===== src/spq_pkg.sv =====
// ----------------------------------------------------------------------------
// Sorted priority queue package
// Shared entry and control types for the sorted descending priority queue.
// ----------------------------------------------------------------------------
package spq_pkg;

    localparam int SPQ_DEPTH = 16;

    localparam logic FUNC_INSERT = 1'b0;
    localparam logic FUNC_POP    = 1'b1;

    typedef struct packed {
        logic signed [31:0] cost;
        logic        [15:0] period;
        logic        [15:0] plant;
    } entry_t;

    typedef struct packed {
        logic   ins;
        logic   pop;
        entry_t item;
    } cell_ctrl_t;

endpackage


===== src/spq_cell.sv =====
// ----------------------------------------------------------------------------
// Sorted priority queue cell
// Holds one entry, compares it with the broadcast insert key and shifts
// towards the tail on insert or towards the head on pop.
// ----------------------------------------------------------------------------
module spq_cell (
    input  logic               aclk,
    input  spq_pkg::cell_ctrl_t ctrl,
    input  logic               valid,
    input  logic               left_keep,
    input  spq_pkg::entry_t    left_entry,
    input  spq_pkg::entry_t    right_entry,
    output spq_pkg::entry_t    entry,
    output logic               keep
);
    import spq_pkg::*;

    entry_t entry_reg, entry_next;

    assign keep  = valid && ($signed(entry_reg.cost) > $signed(ctrl.item.cost));
    assign entry = entry_reg;

    always_comb begin
        entry_next = entry_reg;
        if (ctrl.ins) begin
            if (!keep) begin
                entry_next = left_keep ? ctrl.item : left_entry;
            end
        end else if (ctrl.pop) begin
            entry_next = right_entry;
        end
    end

    always_ff @(posedge aclk) begin
        entry_reg <= entry_next;
    end

endmodule


===== src/sorted_descending_priority_queue.sv =====
// ----------------------------------------------------------------------------
// Sorted descending priority queue
// A row of cells keeps up to DEPTH entries sorted by descending signed cost.
// ----------------------------------------------------------------------------
// Requests arrive on the s_ channel: s_func selects insert or pop, and an
// insert carries a Q16.16 cost with period and plant tags. Every request
// gives exactly one result on the m_ channel.
// An insert places its entry ahead of every entry with a smaller or equal
// cost; an insert into a full queue is dropped and flagged by dropped_full.
// A pop returns the head entry; a pop from an empty queue sets was_empty.
// m_occupancy reports the number of entries held after the request.
// Accepted requests are registered into the result register. One request
// is taken every cycle while the receiver does not stall: each cell performs
// a single compare against the broadcast key and a single shift, all cells
// in parallel. When the receiver stalls, the result register holds and
// s_ready falls until the result is taken.
// Reset (aresetn low, synchronous) empties the queue and the result register.
// ----------------------------------------------------------------------------
module sorted_descending_priority_queue #(
    parameter int DEPTH = spq_pkg::SPQ_DEPTH
) (
    input  logic               aclk,
    input  logic               aresetn,
    input  logic               s_valid,
    output logic               s_ready,
    input  logic               s_func,
    input  logic signed [31:0] s_cost,
    input  logic        [15:0] s_period,
    input  logic        [15:0] s_plant,
    output logic               m_valid,
    input  logic               m_ready,
    output logic               m_head_valid,
    output logic signed [31:0] m_head_cost,
    output logic        [15:0] m_head_period,
    output logic        [15:0] m_head_plant,
    output logic               m_dropped_full,
    output logic               m_was_empty,
    output logic        [4:0]  m_occupancy
);
    import spq_pkg::*;

    localparam int CNT_W = $clog2(DEPTH + 1);

    logic [CNT_W-1:0] count_reg, count_next;
    logic             m_valid_reg, m_valid_next;
    entry_t           head_reg, head_next;
    logic             head_valid_reg, head_valid_next;
    logic             dropped_reg, dropped_next;
    logic             empty_flag_reg, empty_flag_next;
    logic [4:0]       occ_reg, occ_next;

    logic             accept, is_pop, full, empty;
    logic [CNT_W+4:0] count_ext;
    cell_ctrl_t       ctrl;
    entry_t           cell_entry [DEPTH];
    logic [DEPTH-1:0] cell_keep;

    assign s_ready = !m_valid_reg || m_ready;
    assign accept  = s_valid && s_ready;
    assign is_pop  = (s_func == FUNC_POP);
    assign full    = (count_reg == CNT_W'(DEPTH));
    assign empty   = (count_reg == '0);

    assign ctrl.ins       = accept && !is_pop && !full;
    assign ctrl.pop       = accept && is_pop && !empty;
    assign ctrl.item.cost   = s_cost;
    assign ctrl.item.period = s_period;
    assign ctrl.item.plant  = s_plant;

    for (genvar i = 0; i < DEPTH; i++) begin : g_cell
        logic   left_keep;
        entry_t left_entry, right_entry;

        if (i == 0) begin : g_first
            assign left_keep  = 1'b1;
            assign left_entry = ctrl.item;
        end else begin : g_inner
            assign left_keep  = cell_keep[i-1];
            assign left_entry = cell_entry[i-1];
        end

        if (i == DEPTH - 1) begin : g_last
            assign right_entry = cell_entry[i];
        end else begin : g_mid
            assign right_entry = cell_entry[i+1];
        end

        spq_cell u_cell (
            .aclk        (aclk),
            .ctrl        (ctrl),
            .valid       (count_reg > CNT_W'(i)),
            .left_keep   (left_keep),
            .left_entry  (left_entry),
            .right_entry (right_entry),
            .entry       (cell_entry[i]),
            .keep        (cell_keep[i])
        );
    end

    always_comb begin
        count_next = count_reg;
        if (ctrl.ins) begin
            count_next = count_reg + CNT_W'(1);
        end else if (ctrl.pop) begin
            count_next = count_reg - CNT_W'(1);
        end
    end

    assign count_ext = {5'b0, count_next};

    always_comb begin
        m_valid_next    = m_valid_reg && !m_ready;
        head_next       = head_reg;
        head_valid_next = head_valid_reg;
        dropped_next    = dropped_reg;
        empty_flag_next = empty_flag_reg;
        occ_next        = occ_reg;
        if (accept) begin
            m_valid_next    = 1'b1;
            head_valid_next = ctrl.pop;
            head_next       = ctrl.pop ? cell_entry[0] : '0;
            dropped_next    = !is_pop && full;
            empty_flag_next = is_pop && empty;
            occ_next        = count_ext[4:0];
        end
    end

    always_ff @(posedge aclk) begin
        if (!aresetn) begin
            count_reg   <= '0;
            m_valid_reg <= 1'b0;
        end else begin
            count_reg   <= count_next;
            m_valid_reg <= m_valid_next;
        end
    end

    always_ff @(posedge aclk) begin
        head_reg       <= head_next;
        head_valid_reg <= head_valid_next;
        dropped_reg    <= dropped_next;
        empty_flag_reg <= empty_flag_next;
        occ_reg        <= occ_next;
    end

    assign m_valid        = m_valid_reg;
    assign m_head_valid   = head_valid_reg;
    assign m_head_cost    = head_reg.cost;
    assign m_head_period  = head_reg.period;
    assign m_head_plant   = head_reg.plant;
    assign m_dropped_full = dropped_reg;
    assign m_was_empty    = empty_flag_reg;
    assign m_occupancy    = occ_reg;

    a_stall_blocks: assert property (@(posedge aclk) disable iff (!aresetn)
        m_valid && !m_ready |-> !s_ready)
        else $error("Request accepted while a result was stalled.");

    a_count_bound: assert property (@(posedge aclk) disable iff (!aresetn)
        count_reg <= CNT_W'(DEPTH))
        else $error("Entry count exceeds the queue depth.");

    a_insert_count: assert property (@(posedge aclk) disable iff (!aresetn)
        ctrl.ins |=> count_reg == $past(count_reg) + CNT_W'(1))
        else $error("Insert did not increase the entry count.");

    a_head_sorted: assert property (@(posedge aclk) disable iff (!aresetn)
        count_reg >= CNT_W'(2) |-> $signed(cell_entry[0].cost) >= $signed(cell_entry[1].cost))
        else $error("Head entry is not the largest cost.");

endmodule

===== config.mk =====
export PLATFORM = sky130hd
export DESIGN_NAME = sorted_descending_priority_queue
export DESIGN_NICKNAME = d
export VERILOG_FILES = /design/src/spq_pkg.sv /design/src/spq_cell.sv /design/src/sorted_descending_priority_queue.sv
export SDC_FILE = /design/constraint.sdc
export NUM_CORES = 2
export LEC_CHECK = 0
export ABC_AREA = 1
export BUFFER_PORTS_ARGS = -buffer_cell sky130_fd_sc_hd__buf_2
export CORE_AREA = 8 8 380 567
export DETAILED_ROUTE_END_ITERATION = 7
export DIE_AREA = 0 0 388 575
export PLACE_DENSITY = 0.46
export SLEW_MARGIN = 40
export SYNTH_ARGS = -nofsm -noshare
export SYNTH_HDL_FRONTEND = slang
export SYNTH_SLANG_ARGS = --single-unit
export TNS_END_PERCENT = 1

===== constraint.sdc =====
create_clock -name aclk -period 6.9 [get_ports aclk]
set_input_delay 0.69 -clock aclk [delete_from_list [all_inputs] [get_ports aclk]]
set_output_delay 0.69 -clock aclk [all_outputs]
set_load 0.1 [all_outputs]

==> results.py <==
metrics = {
    "final_layout": {
        "layout.cells.most_common": "sky130_fd_sc_hd__nand2_1",
        "fillerInstances": 21688,
        "post_synthesis_to_final_layout_area_growth_pct": 10.6,
        "final_layout_size_suffix_gt1_frac": 0.0564,
        "layout_common_cells": "sky130_fd_sc_hd__nand2_1 (5195), sky130_fd_sc_hd__edfxtp_1 (1096), sky130_fd_sc_hd__inv_1 (1083)",
        "regArea_um2": 33000,
        "largest_register_ffs": 1024,
        "fin_nets": 9768,
        "final_design_area_no_fill_um2": 77300,
        "multi_input_comb_area_um2": 30900,
    },
    "global_route": {
        "grt_pass1_vias": 57537,
        "grt_max_degree": 94,
        "globalRoute.busiestLayer": "met2",
        "grt_usage": 0.225,
        "met2_resource_use_gr": 0.389,
        "grt_first_pass_wirelength_um": 382000,
        "grt.met1_usage": 0.280,
        "globalRouteMet3Util": 0.0336,
        "gr_ovfl_total": 0,
        "antenna_found_initial": 19,
    },
    "clocking": {
        "postCtsResizedCells": 0,
        "cts_num_sinks": 1102,
        "ctsHtreeMaxLevel": 4,
        "cts_setup_buffers": 0,
        "hold_bufs_at_cts": 0,
        "max-clock-path-buffers": 4,
        "tritoncts": "built",
        "clkLatencyLatePin_ps": 820,
        "path_clk_slew_ps": 60,
        "cts_made_buffers": 140,
        "cts_root_buffer_type": "sky130_fd_sc_hd__clkbuf_16",
    },
    "outcome": {
        "status": "complete, no violations",
    },
    "synthesis": {
        "synth_warnings": 0,
        "syn-mean-instance-area_um2": 7.61,
        "yosysUniqueCellTypes": 41,
        "yosys_register_bits": 1102,
        "mappedNetlistArea_um2": 69900,
        "syn_nets": 9775,
        "synth.yosys.seq_area_share": 0.472,
        "synth-main-ff-cell": "sky130_fd_sc_hd__edfxtp_1",
        "async_reset_ff_frac": 0,
        "synthCells": 9189,
        "synth_edf_count": 1096,
    },
    "detailed_routing": {
        "route.vias.total": 57883,
        "drc": 0,
        "first_iter_violations": 4455,
        "detail_route.wl_per_cell_um": 21.7,
        "first_pass_iters": 6,
        "detail-route-antenna-nets": 0,
        "route.final.wire_length_um": 259000,
        "detail_route.vias_per_cell": 4.84,
    },
    "sta": {
        "tightestPinTransition_ps": 885,
        "fin_hold_ws_ps": 125,
        "timing.final.max_slew_violations": 0,
        "max_clock_freq_mhz": 225,
        "timing.setup.tns_ps": 0,
        "finalWorstSetupSlack_ps": 2450,
        "fin_crit_ps": 4450,
        "final-hold-violation-count": 0,
        "report.final.setup_viol": 0,
        "rsz_0062_raised_after_global_routing": "false",
        "period_share": 0.645,
        "clock-skew-final_ps": 47.9,
        "timing.max_slew.rel_slack": 0.410,
    },
    "floorplan": {
        "ios": 143,
        "floorplan.rows": 205,
        "floorplan.die.height_um": 575,
        "dieWidth_um": 388,
        "initial_core_util": 0.337,
        "dieArea_um2": 223000,
        "core_area_um2": 207000,
    },
    "place": {
        "hpwlAfterDp_um": 173000,
        "port_buffers": 142,
        "routabilityCongestion": 0.894,
        "dp_worst_setup_slack_ps": 1600,
        "dpl_cell_area_um2": 73200,
    },
    "power": {
        "design_power_total_uw": 23200,
        "irDropWorstVdd_mv": 0.164,
        "power_density_nw_per_um2": 300,
        "leakagePower_uw": 0.0432,
    },
    "worst_setup_path": {
        "arrival_ps": 5010,
        "worst_path_largest_cell_delay_ps": 650,
        "worst-path-max-fanout": 36,
        "timing.critical_path.required_ps": 7460,
        "path_class": "reg2reg",
        "critical_path.cell_chain": "ha_1 > nand2_1 > nor3_2 > and3_1 > nand2_1 > nand3_1 > nand3_4 > nand2_4 > buf_4 > nand2_1 > nand2_1 > nand2_1",
        "startpoint_type": "register",
        "critPathSlowestCell": "sky130_fd_sc_hd__buf_4",
        "top_cell_by_count_worst_path": "sky130_fd_sc_hd__nand2_1",
        "cp-end-kind": "register",
    },
    "run": {
        "max_cap_violations": 0,
    },
    "hold_path": {
        "class_of_the_most_critical_hold_timing_path": "in2reg",
    },
}
## synthesized netlist by cell type (2+ instances only)
cell,n,area [µm²]
sky130_fd_sc_hd__buf_2,180,901
sky130_fd_sc_hd__ha_1,517,6470
sky130_fd_sc_hd__and2_1,3,18.8
sky130_fd_sc_hd__clkbuf_1,115,432
sky130_fd_sc_hd__a211oi_1,2,15.0
sky130_fd_sc_hd__nand4_1,43,269
sky130_fd_sc_hd__xor2_1,3,26.3
sky130_fd_sc_hd__nor3b_1,2,15.0
sky130_fd_sc_hd__inv_1,1084,4070
sky130_fd_sc_hd__a21boi_0,2,15.0
sky130_fd_sc_hd__inv_2,4,15.0
sky130_fd_sc_hd__and3_1,9,56.3
sky130_fd_sc_hd__nor3_1,17,85.1
sky130_fd_sc_hd__o21a_1,30,225
sky130_fd_sc_hd__nand2_1,5236,19700
sky130_fd_sc_hd__nor3b_2,2,25.0
sky130_fd_sc_hd__nand3_1,132,661
sky130_fd_sc_hd__a31oi_1,6,37.5
sky130_fd_sc_hd__o21ai_0,106,531
sky130_fd_sc_hd__o211ai_1,3,22.5
sky130_fd_sc_hd__nand3b_1,2,15.0
sky130_fd_sc_hd__nor3_2,8,80.1
sky130_fd_sc_hd__nor2_2,3,18.8
sky130_fd_sc_hd__a21o_1,15,113
sky130_fd_sc_hd__nor4_2,2,25.0
sky130_fd_sc_hd__buf_6,62,698
sky130_fd_sc_hd__buf_4,48,360
sky130_fd_sc_hd__dfxtp_1,6,120
sky130_fd_sc_hd__edfxtp_1,1096,32900
sky130_fd_sc_hd__nor2_1,202,758
sky130_fd_sc_hd__a21oi_1,239,1200
## cell families after synthesis
logic type               Yosys count  synth area share
AND/OR/NAND/NOR                 5664             0.310
adder cells (fa/ha/maj)          517            0.0925
buffers and inverters           1495            0.0929
XOR/XNOR                           3          0.000376
AO/OA/AOI/OAI                    408            0.0313
flip-flops                      1102             0.472
## report_power, final
| group | total [µW] | internal [µW] | switching, µW | leakage [µW] |
|---|---|---|---|---|
| sequential | 9620 | 8910 | 703 | 0.0104 |
| combinational | 6520 | 1810 | 4720 | 0.0307 |
| clock | 7080 | 3990 | 3090 | 0.00201 |
## worst max-delay path: cells and delay by family, from the launching register on
kind                     cells  cell delay [ps]
AND/OR/NAND/NOR             10             2510
flip-flops                   1              430
buffers and inverters        1              650
adder cells (fa/ha/maj)      1              560
## routing by layer
metal / vias to the layer above / wire [µm] / share of wire
met4: 12 / 12100 / 0.047
met2: 1719 / 124000 / 0.48
met3: 431 / 14800 / 0.057
met5: - / 69 / 0.00027
li1: 28591 / - / -
met1: 27130 / 108000 / 0.42
## metrics by stage
| step | utilization | cells |
|---|---|---|
| after floorplan | - | 9189 |
| after global placement | 0.352 | 11728 |
| after detailed placement | 0.353 | 11731 |
| after CTS | 0.373 | 11960 |
| after global routing | 0.373 | 11961 |
| final | 0.373 | 11968 |
## area by class of cell
class                   count  area share
diodes                      8    0.000259
clock buffers             171      0.0474
inverters                1088      0.0530
clock inverters            58     0.00603
repair buffers            258      0.0234
well taps                2691      0.0435
flip-flops and latches   1102       0.427
multi-input cells        6592       0.399
## path summary, 6_finish.rpt
path	from	endpoint	slack (ps)	cells past startpoint
hold / removal	s_valid	m_valid	120	3
setup / recovery	g_cell[5].u_cell.entry[63]	g_cell[6].u_cell.entry[4]	2450	12
hold reg to reg	m_valid	m_valid	510	2
setup reg to reg	g_cell[5].u_cell.entry[63]	g_cell[6].u_cell.entry[4]	2450	12
(Power assumes the default switching activity.)
